===== src/sv/pfcu_pkg.sv =====
// Package: shared types, codes and Pauli letter update functions.
`timescale 1ns / 1ps

package pfcu_pkg;

    localparam int unsigned QUBIT_W        = 6;
    localparam int unsigned LTR_W          = 2;
    localparam int unsigned TURNS_W        = 2;
    localparam int unsigned DEF_NUM_QUBITS = 64;

    // Letter code: bit 0 is the X part, bit 1 the Z part.
    localparam logic [LTR_W-1:0] LTR_I = 2'd0;
    localparam logic [LTR_W-1:0] LTR_X = 2'd1;
    localparam logic [LTR_W-1:0] LTR_Z = 2'd2;
    localparam logic [LTR_W-1:0] LTR_Y = 2'd3;

    typedef enum logic [1:0] {
        ACT_GATE  = 2'd0,
        ACT_WRITE = 2'd1,
        ACT_SIGN  = 2'd2,
        ACT_READ  = 2'd3
    } t_action;

    typedef enum logic [1:0] {
        GATE_H  = 2'd0,
        GATE_CX = 2'd1,
        GATE_RZ = 2'd2,
        GATE_RX = 2'd3
    } t_gate;

    typedef struct packed {
        logic [LTR_W-1:0] letter;
        logic             neg;
    } t_pauli;

    // Decoded item held in the compute stage.
    typedef struct packed {
        t_action            action;
        t_gate              kind;
        logic [TURNS_W-1:0] turns;
        logic [LTR_W-1:0]   letter_in;
        logic               sign_in;
        logic               ok1;
        logic               ok2;
        logic               same_q;
    } t_cmd;

    // Update produced by the compute stage.
    typedef struct packed {
        logic [LTR_W-1:0] new1;
        logic [LTR_W-1:0] new2;
        logic             we1;
        logic             we2;
        logic             sign;
        logic [LTR_W-1:0] res_letter;
    } t_upd;

    // Hadamard: swap X and Z parts, Y picks up a minus sign.
    function automatic t_pauli f_had(input logic [LTR_W-1:0] l);
        t_pauli res;
        res.letter = {l[0], l[1]};
        res.neg    = (l == LTR_Y);
        return res;
    endfunction

    // S gate: X -> Y, Y -> -X.
    function automatic t_pauli f_s(input logic [LTR_W-1:0] l);
        t_pauli res;
        res.letter = {l[1] ^ l[0], l[0]};
        res.neg    = (l == LTR_Y);
        return res;
    endfunction

    // Z rotation: S applied turns times.
    function automatic t_pauli f_zrot(input logic [LTR_W-1:0] l,
                                      input logic [TURNS_W-1:0] turns);
        t_pauli acc;
        t_pauli step;
        acc.letter = l;
        acc.neg    = 1'b0;
        for (int i = 0; i < 3; i++) begin
            if (TURNS_W'(i) < turns) begin
                step       = f_s(acc.letter);
                acc.letter = step.letter;
                acc.neg    = acc.neg ^ step.neg;
            end
        end
        return acc;
    endfunction

    // X rotation: Z rotation between two Hadamards.
    function automatic t_pauli f_xrot(input logic [LTR_W-1:0] l,
                                      input logic [TURNS_W-1:0] turns);
        t_pauli h1;
        t_pauli z;
        t_pauli h2;
        t_pauli res;
        h1         = f_had(l);
        z          = f_zrot(h1.letter, turns);
        h2         = f_had(z.letter);
        res.letter = h2.letter;
        res.neg    = h1.neg ^ z.neg ^ h2.neg;
        return res;
    endfunction

endpackage


===== src/sv/pfcu_bank.sv =====
// Letter bank: one write port, two registered read ports.
`timescale 1ns / 1ps

module pfcu_bank #(
    parameter int unsigned DEPTH = pfcu_pkg::DEF_NUM_QUBITS
) (
    input  logic                         i_clk,
    input  logic                         i_rd_en,
    input  logic [$clog2(DEPTH)-1:0]     i_rd_addr0,
    input  logic [$clog2(DEPTH)-1:0]     i_rd_addr1,
    output logic [pfcu_pkg::LTR_W-1:0]   o_rd_data0,
    output logic [pfcu_pkg::LTR_W-1:0]   o_rd_data1,
    input  logic                         i_wr_en,
    input  logic [$clog2(DEPTH)-1:0]     i_wr_addr,
    input  logic [pfcu_pkg::LTR_W-1:0]   i_wr_data
);

    logic [pfcu_pkg::LTR_W-1:0] mem [DEPTH];
    logic [pfcu_pkg::LTR_W-1:0] r_rd_data0;
    logic [pfcu_pkg::LTR_W-1:0] r_rd_data1;

    always_ff @(posedge i_clk) begin
        if (i_wr_en) begin
            mem[i_wr_addr] <= i_wr_data;
        end
    end

    always_ff @(posedge i_clk) begin
        if (i_rd_en) begin
            r_rd_data0 <= mem[i_rd_addr0];
            r_rd_data1 <= mem[i_rd_addr1];
        end
    end

    assign o_rd_data0 = r_rd_data0;
    assign o_rd_data1 = r_rd_data1;

endmodule


===== src/sv/pfcu_gate.sv =====
// Gate logic: new letters, write enables and sign for one item.
`timescale 1ns / 1ps

module pfcu_gate (
    input  pfcu_pkg::t_cmd               i_cmd,
    input  logic [pfcu_pkg::LTR_W-1:0]   i_letter1,
    input  logic [pfcu_pkg::LTR_W-1:0]   i_letter2,
    input  logic                         i_sign,
    output pfcu_pkg::t_upd               o_upd
);

    pfcu_pkg::t_pauli p;
    pfcu_pkg::t_upd   upd;

    always_comb begin
        upd      = '0;
        upd.new1 = i_letter1;
        upd.new2 = i_letter2;
        upd.sign = i_sign;
        p        = '0;
        unique case (i_cmd.action)
            pfcu_pkg::ACT_GATE: begin
                unique case (i_cmd.kind)
                    pfcu_pkg::GATE_H: begin
                        p = pfcu_pkg::f_had(i_letter1);
                        if (i_cmd.ok1) begin
                            upd.new1 = p.letter;
                            upd.we1  = 1'b1;
                            upd.sign = i_sign ^ p.neg;
                        end
                    end
                    pfcu_pkg::GATE_CX: begin
                        // Control Z picks up target Z, target X picks up control X.
                        // Sign flips for XZ and YY.
                        if (i_cmd.ok1 && i_cmd.ok2 && !i_cmd.same_q) begin
                            upd.new1 = {i_letter1[1] ^ i_letter2[1], i_letter1[0]};
                            upd.new2 = {i_letter2[1], i_letter2[0] ^ i_letter1[0]};
                            upd.we1  = 1'b1;
                            upd.we2  = 1'b1;
                            upd.sign = i_sign ^ (i_letter1[0] & i_letter2[1]
                                       & (i_letter1[1] ~^ i_letter2[0]));
                        end
                    end
                    pfcu_pkg::GATE_RZ: begin
                        p = pfcu_pkg::f_zrot(i_letter1, i_cmd.turns);
                        if (i_cmd.ok1) begin
                            upd.new1 = p.letter;
                            upd.we1  = 1'b1;
                            upd.sign = i_sign ^ p.neg;
                        end
                    end
                    pfcu_pkg::GATE_RX: begin
                        p = pfcu_pkg::f_xrot(i_letter1, i_cmd.turns);
                        if (i_cmd.ok1) begin
                            upd.new1 = p.letter;
                            upd.we1  = 1'b1;
                            upd.sign = i_sign ^ p.neg;
                        end
                    end
                    default: ;
                endcase
            end
            pfcu_pkg::ACT_WRITE: begin
                if (i_cmd.ok1) begin
                    upd.new1 = i_cmd.letter_in;
                    upd.we1  = 1'b1;
                end
            end
            pfcu_pkg::ACT_SIGN: begin
                upd.sign = i_cmd.sign_in;
            end
            pfcu_pkg::ACT_READ: ;
            default: ;
        endcase
        upd.res_letter = i_cmd.ok1 ? upd.new1 : pfcu_pkg::LTR_I;
    end

    assign o_upd = upd;

endmodule


===== src/sv/pauli_frame_clifford_update_top.sv =====
// Top level: Pauli frame register with Clifford gate conjugation.
`timescale 1ns / 1ps

// Holds a Pauli string (one 2-bit letter per qubit, 0 I, 1 X, 2 Z, 3 Y, plus a
// sign bit) and takes one item per clock while i_out_ready is high: push a
// Hadamard, CNOT, Z rotation or X rotation through the string, write a letter,
// set the sign, or just read. Every item returns one result: the letter at the
// first qubit after the step, the sign, and a diagonal flag (letter is I or Z).
// Qubits at or above NUM_QUBITS are ignored and read back as I. Throughput is
// one item per cycle while i_out_ready is high: the letter banks are read into
// a register at accept, then the gate logic writes back and loads the result
// register. The string is kept in two single-write banks whose XOR is the
// letter, so a CNOT can update two qubits in the same cycle; the last write of
// each bank is bypassed into the read data. After reset the block clears the
// banks to identity and holds o_in_ready low during that pass.
module pauli_frame_clifford_update_top #(
    parameter int unsigned NUM_QUBITS = pfcu_pkg::DEF_NUM_QUBITS
) (
    input  logic                           i_clk,
    input  logic                           i_rst_n,
    input  logic                           i_in_valid,
    output logic                           o_in_ready,
    input  logic [1:0]                     i_action,
    input  logic [1:0]                     i_gate_kind,
    input  logic [pfcu_pkg::QUBIT_W-1:0]   i_first_qubit,
    input  logic [pfcu_pkg::QUBIT_W-1:0]   i_second_qubit,
    input  logic [pfcu_pkg::TURNS_W-1:0]   i_quarter_turns,
    input  logic [pfcu_pkg::LTR_W-1:0]     i_letter_in,
    input  logic                           i_sign_in,
    output logic                           o_out_valid,
    input  logic                           i_out_ready,
    output logic [pfcu_pkg::LTR_W-1:0]     o_letter_out,
    output logic                           o_negated,
    output logic                           o_is_diagonal
);

    localparam int unsigned AW = $clog2(NUM_QUBITS);
    localparam logic [10:0] NQ_W = 11'(NUM_QUBITS);
    localparam logic [AW-1:0] LAST_IDX = AW'(NUM_QUBITS - 1);

    // handshake
    logic in_accept;
    logic s1_fire;

    // clearing pass
    logic          r_clearing;
    logic [AW-1:0] r_clr_idx;

    // compute stage
    logic                          r_s1_valid;
    pfcu_pkg::t_action             r_s1_action;
    pfcu_pkg::t_gate               r_s1_kind;
    logic [pfcu_pkg::QUBIT_W-1:0]  r_s1_q1;
    logic [pfcu_pkg::QUBIT_W-1:0]  r_s1_q2;
    logic [pfcu_pkg::TURNS_W-1:0]  r_s1_turns;
    logic [pfcu_pkg::LTR_W-1:0]    r_s1_letter;
    logic                          r_s1_sign_in;
    logic [AW-1:0]                 s1_addr1;
    logic [AW-1:0]                 s1_addr2;
    pfcu_pkg::t_cmd                s1_cmd;
    pfcu_pkg::t_upd                upd;

    // sign
    logic r_sign;

    // banks and bypass
    logic [pfcu_pkg::LTR_W-1:0] rd_a1, rd_a2, rd_b1, rd_b2;
    logic [pfcu_pkg::LTR_W-1:0] fa1, fa2, fb1, fb2;
    logic [pfcu_pkg::LTR_W-1:0] letter1, letter2;
    logic                       r_fwd_a_en, r_fwd_b_en;
    logic [AW-1:0]              r_fwd_a_addr, r_fwd_b_addr;
    logic [pfcu_pkg::LTR_W-1:0] r_fwd_a_data, r_fwd_b_data;
    logic                       n_wa_en, n_wb_en;
    logic [AW-1:0]              n_wa_addr, n_wb_addr;
    logic [pfcu_pkg::LTR_W-1:0] n_wa_data, n_wb_data;

    // result register
    logic                       r_out_valid;
    logic [pfcu_pkg::LTR_W-1:0] r_out_letter;
    logic                       r_out_neg;

    assign s1_fire    = r_s1_valid && (!r_out_valid || i_out_ready);
    assign o_in_ready = !r_clearing && (!r_s1_valid || s1_fire);
    assign in_accept  = i_in_valid && o_in_ready;

    // Clearing pass after reset: one entry of each bank per cycle.
    always_ff @(posedge i_clk) begin
        if (!i_rst_n) begin
            r_clearing <= 1'b1;
            r_clr_idx  <= '0;
        end else if (r_clearing) begin
            r_clr_idx <= r_clr_idx + AW'(1);
            if (r_clr_idx == LAST_IDX) begin
                r_clearing <= 1'b0;
            end
        end
    end

    // Compute stage register.
    always_ff @(posedge i_clk) begin
        if (!i_rst_n) begin
            r_s1_valid <= 1'b0;
        end else if (in_accept) begin
            r_s1_valid <= 1'b1;
        end else if (s1_fire) begin
            r_s1_valid <= 1'b0;
        end
    end

    always_ff @(posedge i_clk) begin
        if (in_accept) begin
            r_s1_action  <= pfcu_pkg::t_action'(i_action);
            r_s1_kind    <= pfcu_pkg::t_gate'(i_gate_kind);
            r_s1_q1      <= i_first_qubit;
            r_s1_q2      <= i_second_qubit;
            r_s1_turns   <= i_quarter_turns;
            r_s1_letter  <= i_letter_in;
            r_s1_sign_in <= i_sign_in;
        end
    end

    assign s1_addr1 = AW'(r_s1_q1);
    assign s1_addr2 = AW'(r_s1_q2);

    always_comb begin
        s1_cmd           = '0;
        s1_cmd.action    = r_s1_action;
        s1_cmd.kind      = r_s1_kind;
        s1_cmd.turns     = r_s1_turns;
        s1_cmd.letter_in = r_s1_letter;
        s1_cmd.sign_in   = r_s1_sign_in;
        s1_cmd.ok1       = (11'(r_s1_q1) < NQ_W);
        s1_cmd.ok2       = (11'(r_s1_q2) < NQ_W);
        s1_cmd.same_q    = (r_s1_q1 == r_s1_q2);
    end

    // Letter banks; the letter is bank A xor bank B.
    pfcu_bank #(.DEPTH(NUM_QUBITS)) u_bank_a (
        .i_clk      (i_clk),
        .i_rd_en    (in_accept),
        .i_rd_addr0 (AW'(i_first_qubit)),
        .i_rd_addr1 (AW'(i_second_qubit)),
        .o_rd_data0 (rd_a1),
        .o_rd_data1 (rd_a2),
        .i_wr_en    (n_wa_en),
        .i_wr_addr  (n_wa_addr),
        .i_wr_data  (n_wa_data)
    );

    pfcu_bank #(.DEPTH(NUM_QUBITS)) u_bank_b (
        .i_clk      (i_clk),
        .i_rd_en    (in_accept),
        .i_rd_addr0 (AW'(i_first_qubit)),
        .i_rd_addr1 (AW'(i_second_qubit)),
        .o_rd_data0 (rd_b1),
        .o_rd_data1 (rd_b2),
        .i_wr_en    (n_wb_en),
        .i_wr_addr  (n_wb_addr),
        .i_wr_data  (n_wb_data)
    );

    // Bypass the last write of each bank: its read may have been taken at
    // the same edge the write landed.
    assign fa1 = (r_fwd_a_en && r_fwd_a_addr == s1_addr1) ? r_fwd_a_data : rd_a1;
    assign fa2 = (r_fwd_a_en && r_fwd_a_addr == s1_addr2) ? r_fwd_a_data : rd_a2;
    assign fb1 = (r_fwd_b_en && r_fwd_b_addr == s1_addr1) ? r_fwd_b_data : rd_b1;
    assign fb2 = (r_fwd_b_en && r_fwd_b_addr == s1_addr2) ? r_fwd_b_data : rd_b2;

    assign letter1 = fa1 ^ fb1;
    assign letter2 = fa2 ^ fb2;

    pfcu_gate u_gate (
        .i_cmd     (s1_cmd),
        .i_letter1 (letter1),
        .i_letter2 (letter2),
        .i_sign    (r_sign),
        .o_upd     (upd)
    );

    // Bank A owns the first qubit's write, bank B the cnot target's.
    always_comb begin
        if (r_clearing) begin
            n_wa_en   = 1'b1;
            n_wa_addr = r_clr_idx;
            n_wa_data = pfcu_pkg::LTR_I;
            n_wb_en   = 1'b1;
            n_wb_addr = r_clr_idx;
            n_wb_data = pfcu_pkg::LTR_I;
        end else begin
            n_wa_en   = s1_fire && upd.we1;
            n_wa_addr = s1_addr1;
            n_wa_data = upd.new1 ^ fb1;
            n_wb_en   = s1_fire && upd.we2;
            n_wb_addr = s1_addr2;
            n_wb_data = upd.new2 ^ fa2;
        end
    end

    always_ff @(posedge i_clk) begin
        if (!i_rst_n) begin
            r_fwd_a_en <= 1'b0;
            r_fwd_b_en <= 1'b0;
        end else if (!r_clearing) begin
            if (n_wa_en) begin
                r_fwd_a_en <= 1'b1;
            end
            if (n_wb_en) begin
                r_fwd_b_en <= 1'b1;
            end
        end
    end

    always_ff @(posedge i_clk) begin
        if (!r_clearing && n_wa_en) begin
            r_fwd_a_addr <= n_wa_addr;
            r_fwd_a_data <= n_wa_data;
        end
        if (!r_clearing && n_wb_en) begin
            r_fwd_b_addr <= n_wb_addr;
            r_fwd_b_data <= n_wb_data;
        end
    end

    always_ff @(posedge i_clk) begin
        if (!i_rst_n) begin
            r_sign <= 1'b0;
        end else if (s1_fire) begin
            r_sign <= upd.sign;
        end
    end

    // Result register.
    always_ff @(posedge i_clk) begin
        if (!i_rst_n) begin
            r_out_valid <= 1'b0;
        end else if (s1_fire) begin
            r_out_valid <= 1'b1;
        end else if (i_out_ready) begin
            r_out_valid <= 1'b0;
        end
    end

    always_ff @(posedge i_clk) begin
        if (s1_fire) begin
            r_out_letter <= upd.res_letter;
            r_out_neg    <= upd.sign;
        end
    end

    assign o_out_valid   = r_out_valid;
    assign o_letter_out  = r_out_letter;
    assign o_negated     = r_out_neg;
    assign o_is_diagonal = !r_out_letter[0];

    // No item enters while the banks are being cleared.
    a_no_accept_in_clear: assert property (@(posedge i_clk) disable iff (!i_rst_n)
        r_clearing |-> !o_in_ready)
        else $error("item accepted during clearing pass");

    // A waiting item moves into an empty result register.
    a_stage_advances: assert property (@(posedge i_clk) disable iff (!i_rst_n)
        (r_s1_valid && !r_out_valid) |=> r_out_valid)
        else $error("compute stage stalled with empty result register");

    // A letter write in range reads back the written letter.
    a_write_readback: assert property (@(posedge i_clk) disable iff (!i_rst_n)
        (s1_fire && r_s1_action == pfcu_pkg::ACT_WRITE && s1_cmd.ok1)
        |=> (o_letter_out == $past(r_s1_letter)))
        else $error("written letter not returned");

    // A first qubit out of range reads as identity.
    a_out_of_range_id: assert property (@(posedge i_clk) disable iff (!i_rst_n)
        (s1_fire && !s1_cmd.ok1) |=> (o_letter_out == pfcu_pkg::LTR_I))
        else $error("out of range qubit did not read as identity");

endmodule

===== config.mk =====
export PLATFORM = sky130hd
export DESIGN_NAME = pauli_frame_clifford_update_top
export DESIGN_NICKNAME = d
export VERILOG_FILES = /design/src/sv/pfcu_pkg.sv /design/src/sv/pfcu_bank.sv /design/src/sv/pfcu_gate.sv /design/src/sv/pauli_frame_clifford_update_top.sv
export SDC_FILE = /design/constraint.sdc
export NUM_CORES = 1
export LEC_CHECK = 0
export BUFFER_PORTS_ARGS = -buffer_cell sky130_fd_sc_hd__buf_2
export CAP_MARGIN = 10
export CORE_AREA = 4 4 179 310
export CTS_BUF_LIST = sky130_fd_sc_hd__clkbuf_2 sky130_fd_sc_hd__clkbuf_4 sky130_fd_sc_hd__clkbuf_8
export DETAILED_ROUTE_END_ITERATION = 8
export DIE_AREA = 0 0 183 314
export PLACE_DENSITY = 0.41
export SLEW_MARGIN = 20
export SYNTH_ARGS = -nofsm -noshare
export SYNTH_HDL_FRONTEND = slang
export SYNTH_SLANG_ARGS = --single-unit

===== constraint.sdc =====
create_clock -name i_clk -period 5.7 [get_ports i_clk]
set_input_delay 1.425 -clock i_clk [delete_from_list [all_inputs] [get_ports i_clk]]
set_output_delay 1.425 -clock i_clk [all_outputs]
set_load 0.03 [all_outputs]

**After elaboration in Yosys (flattened, before gate mapping)**

Memories as Yosys holds them, arrays and structs flattened. A register that Yosys moved wholly into a read port is not among the register bits.
Cells that the tools add are included.

- ROM bits: 0
- Memory bits (writable): 256
- Latch bits: 0
- Memories kept: 2
- Logic and storage cells: 142
- Register bits after elaboration: 52

Memory list:

| name | depth | width | rd ports | clocked after memory_dff | wr ports | RTL line | text |
|---|---|---|---|---|---|---|---|
| u_bank_a.mem | 64 | 2 | 2 | 2 | 1 | pfcu_bank.sv:18 | `logic [pfcu_pkg::LTR_W-1:0] mem [DEPTH];` |
| u_bank_b.mem | 64 | 2 | 2 | 2 | 1 | pfcu_bank.sv:18 |  |

- Eq/ne operators: 18
- Divide/modulo/power cells: 0
- Shifts and indexed selects: 0
- Multiply operators: 0
- $lt $le $gt $ge: 3
- Reduce and logical (&&, ||, !) cells: 24
- Bitwise operators: 25
- Add/subtract/negate cells: 1
- Muxes and demuxes: 49

Operator list:

| operator | count |
|---|---|
| two-way mux 3 bit | 18 |
| equality test 6 bit | 5 |
| equality test 2 bit, second input constant | 10 |
| XOR 1 bit | 17 |
| two-way mux 2 bit | 8 |
| two-way mux 1 bit | 14 |
| two-way mux 6 bit | 2 |
| logical AND 1 bit | 11 |
| one-hot mux 2 bit (4 select lines) | 1 |
| XOR 2 bit | 4 |
| two-way mux 7 bit | 1 |
| adder 6 x 1 -> 6 bit, second input constant | 1 |
| equality test 6 bit, second input constant | 1 |
| one-hot mux 1 bit (2 select lines) | 3 |
| equality test 2 x 1 -> 1 bit, second input constant | 2 |
| zero test 1 bit | 4 |
| zero test 2 bit | 2 |
| less-than comparator 1 x 2 -> 1 bit, first input constant | 2 |
| one-hot mux 1 bit (4 select lines) | 1 |
| one-hot mux 2 bit (2 select lines) | 1 |
| AND reduction 2 bit | 2 |
| nonzero test 2 bit | 2 |
| OR reduction 3 bit | 1 |
| bitwise AND 1 bit | 2 |
| 4 further kinds | 5 |

**Longest topological paths before layout**

Gate-level depths: netlist (run 1).

- Depth in word-level cells: 23
- Depth in mapped cells: 21

**Cells and area by module**

A second synthesis (run 1) with hierarchy kept.

- Cell total of the unflattened synthesis: 1113
- Area, all modules: 16349.4 µm²

Modules (own cells, without submodules):

| module | sequential area each (µm²) | cells an instance | area an instance (µm²) | times used |
|---|---|---|---|---|
| pfcu_bank | 3963.8 | 407 | 6595.1 | 2 |
| pauli_frame_clifford_update_top | 1441.4 | 192 | 2402.3 | 1 |
| pfcu_gate | 0.0 | 107 | 757.0 | 1 |

**Worst setup path after synthesis (run 1)**

Ideal clock, no wire load.

- Kind: register -> register
- From: register r_s1_q1[4] in the netlist's numbering
- To: register r_fwd_a_data[0] in the netlist's numbering, data pin
- Buffers on the path: 0
- Arrival time: 4.943 ns
- Setup time: 0.505 ns
- Setup slack: 0.252 ns
- Period minus slack after synthesis: 5.448 ns
- Cell stages (with the launch flop): 18
- Cell sequence: edfxtp_1 xnor2_1 nand4_2 or3_4 a211oi_2 nor2_8 nor2_1 nor2_1 a21oi_1 ha_1 nand2_1 a21bo_2 ha_1 nand2_1 o311ai_1 a211o_1 xnor2_1 nor2_1

RTL lines:

| what | RTL line | text |
|---|---|---|
| start, declared | pauli_frame_clifford_update_top.sv:53 | `logic [pfcu_pkg::QUBIT_W-1:0] r_s1_q1;` |
| start signal, assigned | pauli_frame_clifford_update_top.sv:114 | `r_s1_q1 <= i_first_qubit;` |
| end signal, assigned | pauli_frame_clifford_update_top.sv:216 | `r_fwd_a_data <= n_wa_data;` |
| end, declared | pauli_frame_clifford_update_top.sv:72 | `logic [pfcu_pkg::LTR_W-1:0] r_fwd_a_data, r_fwd_b_data;` |

==> metrics.txt, run 1 <==
1st-pass router iterations=5; TritonCTS Buffers=slightly below 50; net count after synthesis=1000; crit-path cells=xor2_1 -> nor3_2 -> nand3_1 -> a211oi_1 -> nor2_1 -> nor2_1 -> nor2_1 -> a21oi_1 -> ha_1 -> nand2_1 -> o31ai_1 -> ha_1 -> mux2_2 -> nand2_1 -> o31ai_2 -> a211oi_2 -> a211oi_2 -> mux2_4; FF/Latch Area=about 0.0094 mm2; initial drt markers=604; r2r worst-path depth=18; # DRC=0; clock buffer depth=3; P_leak=6.14 nW; Net Sw Frac=0.228; clock latency on the worst-skew pair=between 600 and 700 ps; fmax=between 200 and 250 MHz; vias in the first global route=~9900; skew final=32.0 ps; count of final setup violators=0; Wirelength per Cell=about 27 um; Post-Place Setup Slack=946 ps; Final WS setup=961 ps; HPWL after DPL=~31000 um; H-Tree Depth=2; Vias/cell=5.18; Hold Path End=r_fwd_b_en; Worst Setup End Kind=flip-flop; GRT Util Overall=0.161; Flop pwr share=0.543; Hold Crit Depth=2; CP arrival=5040 ps; Hold Buf Count CTS=0; post-route ant nets=0; Clock power frac=0.404; critical path buffer and inverter count=0; number of port buffers=30; Avg Cell Area, Syn=approximately 16 um2; max cap viols=0; Die Width=between 150 and 200 um; WL final=around 46000 um; area of the multi-input gates=a little over 0.006 mm2; core area=approximately 0.053 mm2; CTS root buffer=clkbuf_8; clock sink total=316; area delta synth->final=12.3%; total power=0.00465 W; CTS resizes=0; Setup CP Type=reg -> reg; worst hold path type=reg -> reg; sequential share of the synthesized area=0.596; HP Start=r_fwd_b_en; Worst slew margin=0.371; RD Place Congestion=0.790; RSZ-0062 raised after global routing=no; R2R Setup Slk=between 900 and 1000 ps; status=complete, no violations; initial antenna violation count=1; Synth Register Bits=about 320; post-synthesis cell type count=between 60 and 70; Via Count=around 9000; max-slew violations=0; Syn. warnings=0; Comb pwr share=0.052; Tightest Pin Transition=about 940 ps; Cells after Synth=970; # Post-CTS Setup Buffers=0; Die ar.=0.0575 mm2; R2R Path Start=r_s1_q1[0]; Worst-path clk slew=70 ps; TritonCTS clock tree=done; first-pass GRT wire length=67500 um; largest fanout on the critical path=65; Final Cycle Share=0.831; Core Rows=~110; CP max stage delay=about 700 ps; Synth Cell Area=between 0.015 and 0.02 mm2; grt total ovfl=0; final net count=1051; net switching power=approximately 0.0011 W; FF-to-FF End=u_bank_a.mem[51][1]; CP required=6000 ps; pin count of the biggest net entering global routing=66; type of origin of the critical path=flip-flop; final setup TNS=0 ps; ys flop type=edfxtp_1; share of cells above drive strength 1=0.299; Initial Utilization=0.298; minimum clock period=about 4700 ps; Worst path top cell family by delay=simple AND/OR/NAND/NOR gates; die height=314 um; Worst IR Drop VDD=approximately 0.00015 V; CP max stage cell=mux2_4; most frequent CP cell=nor2_1; Fillers=slightly above 5000; pwr dens=around 260 mW/mm2; post-synthesis async set-or-reset flop share=0; Post-synth EDFFs=slightly above 300; P_int=0.00359 W; I/O pins=31; Hold Vio Cnt, Final=0
==> cells by family (layout without fill, tap and decap cells) <==
| logic type | Yosys count | in the layout | share of synthesized area |
|---|---|---|---|
| muxes | 176 | 176 | 0.246 |
| and+or+nand+nor | 281 | 281 | 0.0777 |
| other | 0 | 3 | 0 |
| xor gates and xnor gates | 41 | 41 | 0.0228 |
| buffers and inverters | 78 | 158 | 0.0193 |
| adders and majority gates | 5 | 5 | 0.00398 |
| AOI/OAI and AO/OA | 73 | 73 | 0.0343 |
| DFF | 316 | 316 | 0.596 |
==> flip-flops by register name (all words and copies together), names as in the netlist, 6 cells and up <==
| signal | cells |
|---|---|
| r_fwd_a_addr | 6 |
| u_bank_b.mem | 128 |
| r_clr_idx | 6 |
| r_s1_q2 | 6 |
| u_bank_a.mem | 128 |
| r_s1_q1 | 6 |
| r_fwd_b_addr | 6 |
==> synthesized netlist by cell type, types with 2 or more instances <==
master      n  area [um2]
a211o_1     4        35.0
nand4_1     5        31.3
a211oi_2    3        37.5
xnor2_1    28         245
mux4_2    168        3780
a21boi_0    2        15.0
edfxtp_1  304        9130
a21bo_2     2        20.0
inv_2       2        7.51
or3_1       3        18.8
mux2_2      2        22.5
nand3_1     7        35.0
and2_1      8        50.1
xor2_1     13         114
mux2i_1     5        50.1
nor2b_1     3        18.8
ha_1        5        62.6
nor3_1      9        45.0
o21ai_0    15        75.1
dfxtp_1    12         240
and3_1      2        12.5
a21oi_1    13        65.1
inv_1      29         109
nor3b_1     2        15.0
o211a_2     2        20.0
buf_1      18        67.6
and4_1      3        26.3
o211ai_1    5        37.5
nand2_1    56         210
nand2b_1    2        12.5
o21a_1      8        60.1
nor2_1    172         646
o31ai_1     2        15.0
clkbuf_1   26        97.6
a31oi_1     2        12.5
==> worst max-delay path by stage <==
stage	from	to	slack [ps]	cells after the start
global route	r_s1_q1[0]	u_bank_a.mem[34][1]	410	18
global placement	r_s1_q1[2]	u_bank_a.mem[44][1]	990	18
finish	r_s1_q1[0]	u_bank_a.mem[51][1]	960	18
CTS	r_s1_q1[0]	u_bank_a.mem[61][1]	920	18
floorplan	r_s1_q1[4]	r_fwd_a_data[0]	250	17
detailed placement	r_s1_q1[1]	u_bank_a.mem[43][1]	950	18
==> power by group through the flow <==
stage                     Combinational [W]  Sequential, W  Clock, W
after CTS                          0.000253        0.00253   0.00195
after floorplan                    0.000152        0.00258         0
final                              0.000244        0.00253   0.00188
after global placement             0.000255        0.00258         0
after global routing               0.000261        0.00253   0.00205
after detailed placement           0.000253        0.00258         0
==> final cells by class <==
cell class,count,area share
flip-flops and latches,316,0.530
multi-input cells,576,0.343
repair buffers,46,0.0191
clock buffers,69,0.0474
well taps,678,0.0480
diodes,3,0.000425
clock inverters,11,0.00446
inverters,32,0.00680
==> worst min-delay path, cell delays in order, from the launching register on <==
cell and delay [ps]:
dfxtp_1 330, nor2_1 110, nor2_1 40
==> per-layer routing <==
layer	GRT usage	vias up	wire, um
li1	-	3975	-
met1	0.180	4727	16900
met2	0.312	207	26000
met3	0.0199	62	1630
met4	0.0537	0	1420
met5	0	-	0
==> placed cells by master, fill, tap and decap left out, types with 15 or more instances in the layout <==
| cell | Yosys | layout |
|---|---|---|
| clkbuf_8 | 0 | 51 |
| xnor2_1 | 28 | 28 |
| buf_2 | 0 | 28 |
| mux4_2 | 168 | 168 |
| nand2_1 | 56 | 56 |
| edfxtp_1 | 304 | 304 |
| inv_1 | 29 | 29 |
| clkbuf_4 | 0 | 18 |
| nor2_1 | 172 | 170 |
| o21ai_0 | 15 | 15 |
==> metrics by stage <==
stage | utilization | instance area [um2] | hold slack, ps | instances
after floorplan | - | 15700 | 455 | 970
after global placement | 0.317 | 16700 | 507 | 1648
after detailed placement | 0.317 | 16700 | 507 | 1648
after CTS | 0.335 | 17700 | 519 | 1728
after global routing | 0.335 | 17700 | 537 | 1729
final | 0.335 | 17700 | 519 | 1731
No activity file was read; power rests on OpenSTA's default activity.
==> run 2: changes to the inputs <==
- clock period: 5.7 -> 4 ns (I/O delays scaled with it)
==> run 2 against run 1 <==
  * Critical endpoint is now u_bank_a.mem[34][1]
  * Clock power is 46% higher
  * Combinational power is 45% higher
  * The run now ends with setup timing left
  * Critical path type unchanged
  * Final cell count is 5.7% higher
==> metrics.txt, run 2 (same netlist as run 1, synthesis figures left out) <==
pwr dens=356 mW/mm2; Vias/cell=roughly 5; P_leak=~6.8 nW; placed cells=about 1700; Core Rows=approximately 110; Tightest Pin Transition=between 800 and 900 ps; GRT Util Overall=0.163; Post-DP Area=0.0174 mm2; status=finished with violations; HPWL after DPL=~32000 um; initial drt markers=between 600 and 700; RD Place Congestion=roughly 0.8; utilization after layout=0.357; largest fanout on the critical path=11; max-slew violations=0; Post-Place Setup Slack=-306 ps; TritonCTS clock tree=done; # DRC=0; vias in the first global route=between 10000 and 15000; CP max stage delay=between 400 and 500 ps; Final WS setup=-266 ps; crit-path cells=xnor2_2 -> nand4_4 -> or3_4 -> a211oi_4 -> nor2_8 -> nor2_4 -> a21oi_2 -> ha_1 -> nand2_1 -> o31ai_2 -> ha_1 -> mux2_4 -> nand2_2 -> o31ai_4 -> a211oi_2 -> a211oi_2 -> mux2_4 -> clkbuf_16; pin count of the biggest net entering global routing=66; Initial Utilization=0.298; CTS root buffer=clkbuf_8; initial antenna violation count=2; die height=~310 um; worst hold path type=reg -> reg; Via Count=9428; clock latency on the worst-skew pair=between 600 and 700 ps; type of origin of the critical path=flip-flop; first-pass GRT wire length=68900 um; H-Tree Depth=2; Setup CP Type=reg -> reg; final setup TNS=-27460 ps; Hold Vio Cnt, Final=0; Worst slew margin=0.407; grt total ovfl=0; core area=0.0528 mm2; Hold Buf Count CTS=0; most common cell after layout, fill and taps aside=edfxtp_1; Worst-path clk slew=70 ps; Final Cell Area=~0.019 mm2; failing checks=setup timing; clock sink total=~320; Final Cycle Share=1.07; WL final=between 40000 and 50000 um; Worst Setup End Kind=flip-flop; Fillers=between 5000 and 6000; fmax=234 MHz; 1st-pass router iterations=5; max cap viols=0; skew final=approximately 34 ps; number of port buffers=30; Die ar.=roughly 0.057 mm2; CP required=approximately 4400 ps; Die Width=roughly 180 um; clock buffer depth=3; Wirelength per Cell=about 26 um; final net count=roughly 1100; most frequent cells in the layout=edfxtp_1 (304), mux4_2 (168), nor2_1 (166); area delta synth->final=19.9%; share of cells above drive strength 1=0.372; I/O pins=31; post-route ant nets=0; count of final setup violators=130; Post-Layout Cell Count=1830; Top Registers=u_bank_a.mem: 128 flops, u_bank_b.mem: 128 flops; CP max stage cell=edfxtp_1; Worst IR Drop VDD=just over 0.0002 V; CP arrival=roughly 4600 ps; RSZ-0062 raised after global routing=yes; TritonCTS Buffers=49; minimum clock period=approximately 4300 ps
-- run 2: cell count changes in the layout (fill, tap and decap cells not counted), sizes merged --
cell,previous run,this run
bufinv,1,2
mux2,3,4
clkinv,9,21
clkinvlp,2,3
clkbuf,69,70
diode,3,1
buf,46,131
-- run 2: what timing repair did --
item | in CTS | in global routing
endpoints found under the hold margin | 0 | 0
setup endpoints to repair | 132 | 133
resized for setup | 17 | 25
setup buffers | 6 | 9
pin swaps | 13 | 9
cloned | 1 | 8
-- run 2: through the flow --
step	hold slack, ps	total power, W
floorplan	455	0.00389
global placement	491	0.00404
detailed placement	500	0.00404
CTS	510	0.00683
global route	535	0.00698
finish	519	0.00671
-- run 2: layer usage --
| metal | share of wire | global-route usage | wire length, um | vias to the layer above |
|---|---|---|---|---|
| met5 | 0 | 0 | 0 | - |
| met4 | 0.028 | 0.0520 | 1330 | 0 |
| met3 | 0.032 | 0.0193 | 1520 | 70 |
| met2 | 0.58 | 0.319 | 27500 | 198 |
| met1 | 0.36 | 0.180 | 17300 | 4995 |
| li1 | - | - | - | 4165 |
-- run 2: where the power goes --
group / total [W] / internal (W) / switching (W)
logic: 0.000355 / 0.000137 / 0.000218
clock network: 0.00275 / 0.00144 / 0.00132
registers: 0.00360 / 0.00360 / 0.00000900
total: 0.00671 / 0.00517 / 0.00154
-- run 2: path summary, 6_finish.rpt --
kind	from	endpoint	slack, ps	cells after the start
worst min-delay path	r_clr_idx[5]	r_clr_idx[5]	520	2
worst max-delay path	r_s1_q1[3]	u_bank_a.mem[34][1]	-270	18
worst max register to register	r_s1_q1[3]	u_bank_a.mem[34][1]	-270	18
worst min register to register	r_clr_idx[5]	r_clr_idx[5]	520	2
-- run 2: layout make-up --
cell class	instances	area, um2	share of cell area
inverter	32	123	0.00650
sequential	316	9370	0.497
timing repair buffer	136	1260	0.0667
multi-input combinational	577	6280	0.333
tap	678	848	0.0450
clock inverter	25	176	0.00935
clock buffer	65	801	0.0425
antenna	1	2.50	0.000133
-- run 2: critical path, delay by kind of cell (launching register included) --
family	cells	cell delay, ps
adder cells (fa/ha/maj)	2	620
flip-flops	1	450
buffers and inverters	1	200
AO/OA/AOI/OAI	6	890
XOR/XNOR	1	220
multiplexers	2	680
AND/OR/NAND/NOR	6	910
